`src/sv/rc4_pkg.sv`:
```
// ----------------------------------------------------------------------------
// rc4_pkg
// Shared constants, controller states and the command and status records
// that pass between the RC4 controller and its datapath.
// ----------------------------------------------------------------------------
package rc4_pkg;

  localparam int unsigned MAX_KEY_BYTES = 32;
  localparam int unsigned KEY_WORDS     = 4;
  localparam int unsigned KEY_WORD_W    = 64;
  localparam int unsigned KEY_BYTES     = KEY_WORDS * KEY_WORD_W / 8;
  localparam int unsigned KEY_IDX_W     = (MAX_KEY_BYTES > 1) ? $clog2(MAX_KEY_BYTES) : 1;
  localparam int unsigned KEY_LEN_W     = 6;
  localparam int unsigned CFG_IDX_W     = 3;
  localparam int unsigned CFG_DATA_W    = KEY_WORD_W;
  localparam int unsigned PERM_DEPTH    = 256;
  localparam int unsigned PERM_ADDR_W   = $clog2(PERM_DEPTH);
  localparam logic [PERM_ADDR_W-1:0] PERM_LAST = 8'hFF;
  localparam logic [KEY_LEN_W-1:0]   KEY_LEN_RESET = 6'd16;

  typedef enum logic [CFG_IDX_W-1:0] {
    REG_KEY0    = 3'd0,
    REG_KEY1    = 3'd1,
    REG_KEY2    = 3'd2,
    REG_KEY3    = 3'd3,
    REG_KEY_LEN = 3'd4
  } cfg_reg_e;

  typedef enum logic [3:0] {
    ST_IDLE,
    ST_FILL,
    ST_KRD,
    ST_KRJ,
    ST_KWN,
    ST_KWJ,
    ST_PRD,
    ST_PRJ,
    ST_PWI,
    ST_PWJ,
    ST_POUT
  } rc4_state_e;

  typedef enum logic [3:0] {
    DP_NOP,
    DP_FILL,
    DP_KRD,
    DP_KRJ,
    DP_KWN,
    DP_KWJ,
    DP_PRD,
    DP_PRJ,
    DP_PWI,
    DP_PWJ,
    DP_POUT
  } dp_op_e;

  typedef struct packed {
    dp_op_e op;
    logic   load_in;
    logic   load_out;
  } dp_cmd_t;

  typedef struct packed {
    logic last_entry;
  } dp_status_t;

endpackage

```
`src/sv/rc4_if.sv`:
```
// ----------------------------------------------------------------------------
// rc4 stream interfaces
// Valid/ready channels for input bytes and result bytes.
// ----------------------------------------------------------------------------
interface rc4_in_if;
  logic       valid;
  logic       ready;
  logic [7:0] data_byte;
  logic       message_start;

  modport source (output valid, output data_byte, output message_start, input ready);
  modport sink   (input valid, input data_byte, input message_start, output ready);
endinterface

interface rc4_out_if;
  logic       valid;
  logic       ready;
  logic [7:0] result_byte;

  modport source (output valid, output result_byte, input ready);
  modport sink   (input valid, input result_byte, output ready);
endinterface

```
`src/sv/rc4_cfg_regs.sv`:
```
// ----------------------------------------------------------------------------
// rc4_cfg_regs
// Key and key length registers, with the key length clamped for scheduling.
// ----------------------------------------------------------------------------
module rc4_cfg_regs (
  input  logic                                          clk_i,
  input  logic                                          rst_ni,
  input  logic                                          cfg_we_i,
  input  logic [rc4_pkg::CFG_IDX_W-1:0]                 cfg_idx_i,
  input  logic [rc4_pkg::CFG_DATA_W-1:0]                cfg_data_i,
  output logic [rc4_pkg::KEY_BYTES-1:0][7:0]            key_bytes_o,
  output logic [rc4_pkg::KEY_IDX_W-1:0]                 len_m1_o
);
  import rc4_pkg::*;

  logic [KEY_WORDS-1:0][KEY_WORD_W-1:0] key_q;
  logic [KEY_LEN_W-1:0]                 key_len_q;

  always_ff @(posedge clk_i or negedge rst_ni) begin
    if (!rst_ni) begin
      key_q     <= '0;
      key_len_q <= KEY_LEN_RESET;
    end else if (cfg_we_i) begin
      case (cfg_idx_i)
        REG_KEY0:    key_q[0]  <= cfg_data_i;
        REG_KEY1:    key_q[1]  <= cfg_data_i;
        REG_KEY2:    key_q[2]  <= cfg_data_i;
        REG_KEY3:    key_q[3]  <= cfg_data_i;
        REG_KEY_LEN: key_len_q <= cfg_data_i[KEY_LEN_W-1:0];
        default: ;
      endcase
    end
  end

  assign key_bytes_o = key_q;

  // A zero length acts as one byte, anything too long is cut to the maximum.
  always_comb begin
    if (key_len_q == '0) begin
      len_m1_o = '0;
    end else if (key_len_q > KEY_LEN_W'(MAX_KEY_BYTES)) begin
      len_m1_o = KEY_IDX_W'(MAX_KEY_BYTES - 1);
    end else begin
      len_m1_o = KEY_IDX_W'(key_len_q - KEY_LEN_W'(1));
    end
  end

endmodule

```
`src/sv/rc4_ctrl.sv`:
```
// ----------------------------------------------------------------------------
// rc4_ctrl
// Sequencer for key scheduling, keystream steps and the output register.
// ----------------------------------------------------------------------------
module rc4_ctrl (
  input  logic                 clk_i,
  input  logic                 rst_ni,
  input  logic                 in_valid_i,
  input  logic                 in_start_i,
  output logic                 in_ready_o,
  output logic                 out_valid_o,
  input  logic                 out_ready_i,
  output rc4_pkg::dp_cmd_t     cmd_o,
  input  rc4_pkg::dp_status_t  status_i
);
  import rc4_pkg::*;

  rc4_state_e state_q, state_d;
  logic       keyed_q, keyed_d;
  logic       out_valid_q, out_valid_d;

  always_ff @(posedge clk_i or negedge rst_ni) begin
    if (!rst_ni) begin
      state_q     <= ST_IDLE;
      keyed_q     <= 1'b0;
      out_valid_q <= 1'b0;
    end else begin
      state_q     <= state_d;
      keyed_q     <= keyed_d;
      out_valid_q <= out_valid_d;
    end
  end

  always_comb begin
    state_d      = state_q;
    keyed_d      = keyed_q;
    out_valid_d  = out_valid_q && !out_ready_i;
    in_ready_o   = 1'b0;
    cmd_o        = '{op: DP_NOP, load_in: 1'b0, load_out: 1'b0};
    case (state_q)
      ST_IDLE: begin
        in_ready_o = 1'b1;
        if (in_valid_i) begin
          cmd_o.load_in = 1'b1;
          state_d = (in_start_i || !keyed_q) ? ST_FILL : ST_PRD;
        end
      end
      ST_FILL: begin
        cmd_o.op = DP_FILL;
        if (status_i.last_entry) state_d = ST_KRD;
      end
      ST_KRD: begin
        cmd_o.op = DP_KRD;
        state_d  = ST_KRJ;
      end
      ST_KRJ: begin
        cmd_o.op = DP_KRJ;
        state_d  = ST_KWN;
      end
      ST_KWN: begin
        cmd_o.op = DP_KWN;
        state_d  = ST_KWJ;
      end
      ST_KWJ: begin
        cmd_o.op = DP_KWJ;
        if (status_i.last_entry) begin
          keyed_d = 1'b1;
          state_d = ST_PRD;
        end else begin
          state_d = ST_KRD;
        end
      end
      ST_PRD: begin
        cmd_o.op = DP_PRD;
        state_d  = ST_PRJ;
      end
      ST_PRJ: begin
        cmd_o.op = DP_PRJ;
        state_d  = ST_PWI;
      end
      ST_PWI: begin
        cmd_o.op = DP_PWI;
        state_d  = ST_PWJ;
      end
      ST_PWJ: begin
        cmd_o.op = DP_PWJ;
        state_d  = ST_POUT;
      end
      ST_POUT: begin
        cmd_o.op = DP_POUT;
        if (!out_valid_q || out_ready_i) begin
          cmd_o.load_out = 1'b1;
          out_valid_d    = 1'b1;
          state_d        = ST_IDLE;
        end
      end
      default: state_d = ST_IDLE;
    endcase
  end

  assign out_valid_o = out_valid_q;

endmodule

```
`src/sv/rc4_datapath.sv`:
```
// ----------------------------------------------------------------------------
// rc4_datapath
// Permutation memory, indices, swap holding registers and the result byte.
// ----------------------------------------------------------------------------
module rc4_datapath (
  input  logic                                 clk_i,
  input  logic                                 rst_ni,
  input  rc4_pkg::dp_cmd_t                     cmd_i,
  output rc4_pkg::dp_status_t                  status_o,
  input  logic [7:0]                           data_byte_i,
  input  logic [rc4_pkg::KEY_BYTES-1:0][7:0]   key_bytes_i,
  input  logic [rc4_pkg::KEY_IDX_W-1:0]        len_m1_i,
  output logic [7:0]                           result_byte_o
);
  import rc4_pkg::*;

  logic [7:0] mem [PERM_DEPTH];
  logic [7:0] rdata_q;
  logic       we;
  logic [PERM_ADDR_W-1:0] waddr, raddr;
  logic [7:0] wdata;

  logic [PERM_ADDR_W-1:0] n_q, n_d, i_q, i_d, j_q, j_d;
  logic [KEY_IDX_W-1:0]   kidx_q, kidx_d;
  logic [7:0] si_q, si_d, sj_q, sj_d, data_q, out_q;
  logic       byp_q, byp_d;
  logic [PERM_ADDR_W-1:0] mix_addr;

  // The read port is registered and returns the old word when it hits the
  // address being written in the same cycle.
  always_ff @(posedge clk_i) begin
    if (we) mem[waddr] <= wdata;
    rdata_q <= mem[raddr];
  end

  assign mix_addr = si_q + sj_q;

  always_comb begin
    we     = 1'b0;
    waddr  = n_q;
    wdata  = rdata_q;
    raddr  = mix_addr;
    n_d    = n_q;
    i_d    = i_q;
    j_d    = j_q;
    kidx_d = kidx_q;
    si_d   = si_q;
    sj_d   = sj_q;
    byp_d  = byp_q;
    case (cmd_i.op)
      DP_FILL: begin
        we     = 1'b1;
        wdata  = n_q;
        n_d    = n_q + 8'd1;
        i_d    = '0;
        j_d    = '0;
        kidx_d = '0;
      end
      DP_KRD: raddr = n_q;
      DP_KRJ: begin
        j_d   = j_q + rdata_q + key_bytes_i[kidx_q];
        si_d  = rdata_q;
        raddr = j_d;
      end
      DP_KWN: begin
        we    = 1'b1;
        waddr = n_q;
      end
      DP_KWJ: begin
        we     = 1'b1;
        waddr  = j_q;
        wdata  = si_q;
        n_d    = n_q + 8'd1;
        kidx_d = (kidx_q == len_m1_i) ? '0 : kidx_q + KEY_IDX_W'(1);
        // The schedule ends with both indices cleared.
        if (n_q == PERM_LAST) j_d = '0;
      end
      DP_PRD: begin
        i_d   = i_q + 8'd1;
        raddr = i_d;
      end
      DP_PRJ: begin
        j_d   = j_q + rdata_q;
        si_d  = rdata_q;
        raddr = j_d;
      end
      DP_PWI: begin
        we    = 1'b1;
        waddr = i_q;
        sj_d  = rdata_q;
      end
      DP_PWJ: begin
        we    = 1'b1;
        waddr = j_q;
        wdata = si_q;
        // The read of S[si+sj] misses this write when it lands on j.
        byp_d = (mix_addr == j_q);
      end
      DP_POUT: ;
      default: ;
    endcase
  end

  always_ff @(posedge clk_i or negedge rst_ni) begin
    if (!rst_ni) begin
      n_q    <= '0;
      i_q    <= '0;
      j_q    <= '0;
      kidx_q <= '0;
    end else begin
      n_q    <= n_d;
      i_q    <= i_d;
      j_q    <= j_d;
      kidx_q <= kidx_d;
    end
  end

  always_ff @(posedge clk_i) begin
    si_q  <= si_d;
    sj_q  <= sj_d;
    byp_q <= byp_d;
    if (cmd_i.load_in)  data_q <= data_byte_i;
    if (cmd_i.load_out) out_q  <= data_q ^ (byp_q ? si_q : rdata_q);
  end

  assign status_o.last_entry = (n_q == PERM_LAST);
  assign result_byte_o       = out_q;

endmodule

```
`src/sv/rc4_stream_cipher.sv`:
```
// ----------------------------------------------------------------------------
// rc4_stream_cipher
// RC4 byte stream cipher with key registers and an on-chip permutation table.
// ----------------------------------------------------------------------------
// Input beats on in_i carry one data byte and a message_start flag; each one
// yields exactly one output beat on out_o holding the byte XORed with the
// next keystream byte. The key is loaded through the plain write port:
// indexes 0 to 3 hold key bytes 0 to 31 packed little-endian in 64-bit words,
// index 4 holds the key length (zero acts as one, above 32 acts as 32).
// Other indexes are ignored.
// A beat with message_start set, and the first beat after reset, starts a
// key schedule: all 256 entries of the table are filled with identity, then
// 256 steps scramble it. Each scrambling step runs through KRD, KRJ, KWN
// and KWJ: a read of S[n], a read of S[j] and two writes for the swap, on a
// table with one read port and one write port.
// A keystream byte passes from the accepting edge through PRD, which steps
// i and reads S[i], PRJ, which moves j and reads S[j], PWI and PWJ for the
// two swap writes, the second with the mix read, and POUT, which loads the
// result once the output register is free. A beat is taken only while the
// sequencer is idle, so the next byte waits until this one is loaded.
// The output register holds a result while the receiver stalls, and a new
// input beat can be accepted meanwhile; its result waits for the register.
// Reset clears the indices and the key registers (key length 16); the table
// holds no valid contents until the first schedule.
// ----------------------------------------------------------------------------
module rc4_stream_cipher (
  input  logic                               clk_i,
  input  logic                               rst_ni,
  rc4_in_if.sink                             in_i,
  rc4_out_if.source                          out_o,
  input  logic                               cfg_we_i,
  input  logic [rc4_pkg::CFG_IDX_W-1:0]      cfg_idx_i,
  input  logic [rc4_pkg::CFG_DATA_W-1:0]     cfg_data_i
);
  import rc4_pkg::*;

  dp_cmd_t                    cmd;
  dp_status_t                 status;
  logic [KEY_BYTES-1:0][7:0]  key_bytes;
  logic [KEY_IDX_W-1:0]       len_m1;

  rc4_cfg_regs u_cfg (
    .clk_i       (clk_i),
    .rst_ni      (rst_ni),
    .cfg_we_i    (cfg_we_i),
    .cfg_idx_i   (cfg_idx_i),
    .cfg_data_i  (cfg_data_i),
    .key_bytes_o (key_bytes),
    .len_m1_o    (len_m1)
  );

  // The sequencer owns every handshake; the datapath only follows commands.
  rc4_ctrl u_ctrl (
    .clk_i       (clk_i),
    .rst_ni      (rst_ni),
    .in_valid_i  (in_i.valid),
    .in_start_i  (in_i.message_start),
    .in_ready_o  (in_i.ready),
    .out_valid_o (out_o.valid),
    .out_ready_i (out_o.ready),
    .cmd_o       (cmd),
    .status_i    (status)
  );

  rc4_datapath u_dp (
    .clk_i         (clk_i),
    .rst_ni        (rst_ni),
    .cmd_i         (cmd),
    .status_o      (status),
    .data_byte_i   (in_i.data_byte),
    .key_bytes_i   (key_bytes),
    .len_m1_i      (len_m1),
    .result_byte_o (out_o.result_byte)
  );

endmodule

```
`src/flat_wrapper.sv`:
```
// flat-port wrapper written by rule: the top's interface ports become plain ports
module rc4_stream_cipher_flat import rc4_pkg::*;
  (clk_i, rst_ni, cfg_we_i, cfg_idx_i, cfg_data_i, in_i_valid, in_i_data_byte, in_i_message_start, in_i_ready, out_o_valid, out_o_result_byte, out_o_ready);
  rc4_in_if in_i_i ();
  rc4_out_if out_o_i ();
  input  logic clk_i;
  input  logic rst_ni;
  input  logic cfg_we_i;
  input  logic [rc4_pkg::CFG_IDX_W-1:0] cfg_idx_i;
  input  logic [rc4_pkg::CFG_DATA_W-1:0] cfg_data_i;
  input wire logic [$bits(in_i_i.valid)-1:0] in_i_valid;
  input wire logic [$bits(in_i_i.data_byte)-1:0] in_i_data_byte;
  input wire logic [$bits(in_i_i.message_start)-1:0] in_i_message_start;
  output wire logic [$bits(in_i_i.ready)-1:0] in_i_ready;
  output wire logic [$bits(out_o_i.valid)-1:0] out_o_valid;
  output wire logic [$bits(out_o_i.result_byte)-1:0] out_o_result_byte;
  input wire logic [$bits(out_o_i.ready)-1:0] out_o_ready;
  assign in_i_i.valid = in_i_valid;
  assign in_i_i.data_byte = in_i_data_byte;
  assign in_i_i.message_start = in_i_message_start;
  assign in_i_ready = in_i_i.ready;
  assign out_o_valid = out_o_i.valid;
  assign out_o_result_byte = out_o_i.result_byte;
  assign out_o_i.ready = out_o_ready;
  rc4_stream_cipher u_core (.clk_i(clk_i), .rst_ni(rst_ni), .in_i(in_i_i), .out_o(out_o_i), .cfg_we_i(cfg_we_i), .cfg_idx_i(cfg_idx_i), .cfg_data_i(cfg_data_i));
endmodule
```
`config.mk`:
```
export PLATFORM = sky130hd
export DESIGN_NAME = rc4_stream_cipher_flat
export DESIGN_NICKNAME = d
export VERILOG_FILES = /design/src/sv/rc4_pkg.sv /design/src/sv/rc4_if.sv /design/src/sv/rc4_cfg_regs.sv /design/src/sv/rc4_ctrl.sv /design/src/sv/rc4_datapath.sv /design/src/sv/rc4_stream_cipher.sv /design/src/flat_wrapper.sv
export SDC_FILE = /design/constraint.sdc
export NUM_CORES = 2
export LEC_CHECK = 0
export ABC_CLOCK_PERIOD_IN_PS = 43100
export BUFFER_PORTS_ARGS = -buffer_cell sky130_fd_sc_hd__buf_2
export CAP_MARGIN = 20
export CORE_MARGIN = 5
export CORE_UTILIZATION = 30
export DETAILED_ROUTE_END_ITERATION = 10
export PLACE_DENSITY = 0.52
export SYNTH_ARGS = -nofsm -noshare
export SYNTH_HDL_FRONTEND = slang
export SYNTH_SLANG_ARGS = --single-unit
```
`constraint.sdc`:
```
create_clock -name clk_i -period 43.1 [get_ports clk_i]
set_input_delay 0 -clock clk_i [delete_from_list [all_inputs] [get_ports clk_i]]
set_output_delay 0 -clock clk_i [all_outputs]
set_load 0.01 [all_outputs]
```
==> impl_metrics.json <==
{
  "power.static_leakage_nw": 37.5,
  "grtUsageTotal_pct": 16.2,
  "syn-mean-instance-area_um2": 14.3,
  "ys_warn_count": 0,
  "synth-edff-count": 2081,
  "timing.critical_path.slowest_stage_cell": "buf_4",
  "design_area_mm2": 0.113,
  "wl_per_cell_um": 24.7,
  "timing.critical_path.cells": "buf_4 > mux2_2 > a21oi_1 > o21ai_0 > o22ai_1 > a21oi_1 > nand2_1 > o21ai_0 > ha_1 > fa_1 > o211ai_1 > nand3_4 > buf_4 > buf_4 > buf_4 > buf_4 > a221oi_1 > o2111ai_1 > o2111ai_1 > nor3_1 > a22o_1 > nor3_1",
  "maxClockFrequency_mhz": 107,
  "vdd_ir_drop_max_mv": 0.0905,
  "cts.repair.resized": 0,
  "synth_cells": 6893,
  "hold_violations": 0,
  "clock_sinks": 2386,
  "post_cts_setup_buffer_count": 0,
  "cp_slowest_stage_delay_ps": 820,
  "cts_tree": "built",
  "coreArea_mm2": 0.327,
  "dpl-instance-area_mm2": 0.103,
  "ant_nets": 0,
  "synth.ff_latch_count": 2386,
  "final_util_pct": 34.5,
  "power.density_mw_per_mm2": 86.6,
  "required_ps": 43880,
  "cts.clk_slew.worst_paths_ps": 60,
  "dp_hpwl_um": 171000,
  "min_period_over_period_pct": 21.7,
  "die_x_extent_um": 583,
  "gp_congestion": 0.826,
  "timing.critical_path.mode_cell": "buf_4",
  "num_rows": 210,
  "overflow": 0,
  "floorplan.io_pins": 91,
  "totalNegativeSetupSlack_ps": 0,
  "worstMarginPinSlew_ps": 1230,
  "vias": 60600,
  "drv_cap": 0,
  "cts-buffers-inserted": 265,
  "cts_root_buf": "clkbuf_16",
  "drtIter0Drc": 6244,
  "final.setup_skew_ps": 78.6,
  "synth-async-reset-ratio_pct": 12.4,
  "routed_wirelength_um": 286000,
  "grt_first_pass_wirelength_um": 417000,
  "cts_hold_repair.buffers": 156,
  "clk_latency_ps": 910,
  "htree_levels": 5,
  "detail_route.first_pass.iterations": 7,
  "maximum_number_of_pins_on_one_net_before_global_route_repair": 194,
  "ys_dominant_reg_cell": "edfxtp_1",
  "port_buffers": 90,
  "design.final.nets": 7130,
  "cp-end-kind": "flip-flop",
  "first_global_vias": 59800,
  "fillers": 31400,
  "antenna_found_initial": 4,
  "number_of_endpoints_failing_setup_at_the_final_stage": 0,
  "dieArea_mm2": 0.340,
  "worst_path_fanout_max": 84,
  "yosysSeqAreaShare_pct": 71.2,
  "vias_per_cell": 5.24,
  "critical_path.startpoint_type": "flip-flop",
  "area_growth_syn_to_layout_pct": 14.7,
  "fp.dieH_um": 583,
  "rsz0062_at_grt": "no",
  "criticalPathCategory": "flip-flop to flip-flop",
  "worstPathArrival_ps": 10130,
  "slew_headroom_pct": 18.0,
  "status": "finished clean",
  "post_synth_num_cell_types": 83,
  "share_of_layout_cells_above_drive_strength_1_pct": 13.0,
  "synth_area_mm2": 0.0984,
  "initial_core_util_pct": 30.1,
  "timing_max_transition_violations_final": 0,
  "minimum_clock_period_after_layout_ps": 9350,
  "post-layout-total-power_mw": 9.77,
  "synth_nets": 7003,
  "drt_drc_violations_left": 0,
  "worst_hold_path_type": "primary input to flip-flop",
  "ctsLongestPathBuffers": 4
}
[synthesized netlist by cell type, drive strengths merged (5+ instances only)]
master | instances | share of area, %
ha | 26 | 0.33
edfxtp | 2081 | 64
nor3 | 38 | 0.19
a21oi | 769 | 3.9
and2 | 10 | 0.064
dfxtp | 8 | 0.16
nand4 | 7 | 0.045
and3 | 25 | 0.16
o2111a | 9 | 0.10
o2111ai | 31 | 0.28
xor2 | 12 | 0.11
buf | 333 | 2.0
xnor2 | 35 | 0.31
a222oi | 8 | 0.081
mux2 | 278 | 3.2
nand2 | 1073 | 4.1
a31oi | 8 | 0.051
o21ai | 67 | 0.34
nor2 | 333 | 1.3
a311oi | 8 | 0.071
nand3 | 64 | 0.33
a32oi | 216 | 1.9
or3 | 9 | 0.057
o22a | 25 | 0.22
dfrtp | 296 | 7.5
nand2b | 12 | 0.076
a221oi | 298 | 2.7
a21o | 5 | 0.038
mux2i | 359 | 3.7
nor2b | 17 | 0.11
a22o | 5 | 0.045
a22oi | 9 | 0.069
or2 | 7 | 0.045
mux4 | 32 | 0.73
inv | 19 | 0.072
nor4 | 9 | 0.064
clkbuf | 187 | 0.71
o22ai | 74 | 0.47
o221ai | 20 | 0.18
[critical path: cells and delay by family (launching register included)]
| kind | cells | cell delay, ps |
|---|---|---|
| muxes | 1 | 420 |
| adders and majority gates | 2 | 820 |
| and+or+nand+nor | 4 | 1440 |
| DFF | 1 | 670 |
| buffers and inverters | 5 | 3700 |
| AOI/OAI and AO/OA | 10 | 1910 |
[final cells by class]
type,instances,area [um^2],share of cell area [%]
well taps,4346,5440,4.82
inverters,19,71.3,0.0632
repair buffers,380,3180,2.82
multi-input cells,3968,25700,22.8
flip-flops and latches,2386,70100,62.1
clock inverters,124,1190,1.05
clock buffers,341,7180,6.36
diodes,2,5.00,0.00444
[final timing paths]
kind / startpoint / end / slack [ps] / depth (start not counted)
min in group asynchronous: rst_ni / u_core.u_cfg.key_bytes_o[142] / 250 / 4
min reg2reg: u_core.u_ctrl.keyed_q / u_core.u_ctrl.keyed_q / 480 / 1
max reg2reg: u_core.u_dp.kidx_q[0] / u_core.u_dp.rdata_q[0] / 33750 / 22
min: cfg_data_i[0] / u_core.u_cfg.key_bytes_o[128] / 70 / 3
max: u_core.u_dp.kidx_q[0] / u_core.u_dp.rdata_q[0] / 33750 / 22
max in group asynchronous: rst_ni / u_core.u_dp.i_q[6] / 41140 / 5
[cells by family (layout without fill, tap and decap cells)]
group                      Yosys count  in the layout  share of synthesized area [%]
DFF                               2386           2386                           71.2
other                                0              2                              0
adders and majority gates           29             29                          0.392
and+or+nand+nor                   1632           1632                           6.77
muxes                              669            669                           7.57
buffers and inverters              539            864                           2.83
xor gates and xnor gates            47             47                          0.418
AOI/OAI and AO/OA                 1591           1591                           10.8
[metal layers]
layer,routed length [um],vias to the layer above,GRT usage (%)
li1,-,26800,-
met1,123000,31100,22.5
met2,133000,2202,26.0
met3,20700,435,2.92
met4,8950,0,4.88
met5,0,-,0
[cell usage in the layout, fill, tap and decap left out, types with 57 or more instances in the layout]
cell type      netlist  layout
clkbuf_16            0     272
a21oi_1            768     768
nor2_1             332     331
mux2i_1            359     359
clkbuf_1           186      58
a32oi_1            216     216
buf_2              177      91
a221oi_1           298     298
mux2_2             278     278
edfxtp_1          2081    2081
nand3_1             64      61
o22ai_1             74      74
nand2_1           1073    1072
dfrtp_1            296     294
dlygate4sd3_1        0     155
o21ai_0             66      57
buf_4               74     119
[sequential cells by signal, summed over array words and instances, names as in the netlist, 4 cells and up]
register and flops:
u_core.u_dp.j_q 8, u_core.u_cfg.key_len_q 6, u_core.u_dp.result_byte_o 8, u_core.u_dp.i_q 8, u_core.u_dp.rdata_q 8, u_core.u_dp.si_q 8
u_core.u_dp.mem 2048, u_core.u_dp.data_q 8, u_core.u_dp.n_q 8, u_core.u_dp.sj_q 8, u_core.u_ctrl.state_q 4, u_core.u_cfg.key_bytes_o 256
u_core.u_dp.kidx_q 5
[metrics by stage]
stage          hold slack, ps  std cells  setup slack, ps
2_1_floorplan            -296       6893            29560
4_1_cts                  5.68      11600            34060
3_3_place_gp             61.1      10900            33970
3_5_place_dp             73.4      10900            34080
6_report                 72.2      11600            33750
5_1_grt                  51.6      11600            33460
[where the power goes]
group / leakage, nW / switching [mW] / internal, mW
logic: 10.9 / 3.18 / 1.16
clock network: 4.08 / 0.928 / 1.29
registers: 22.5 / 0.0808 / 3.15
total: 37.5 / 4.19 / 5.59
Power figures use the tool's default switching activity.
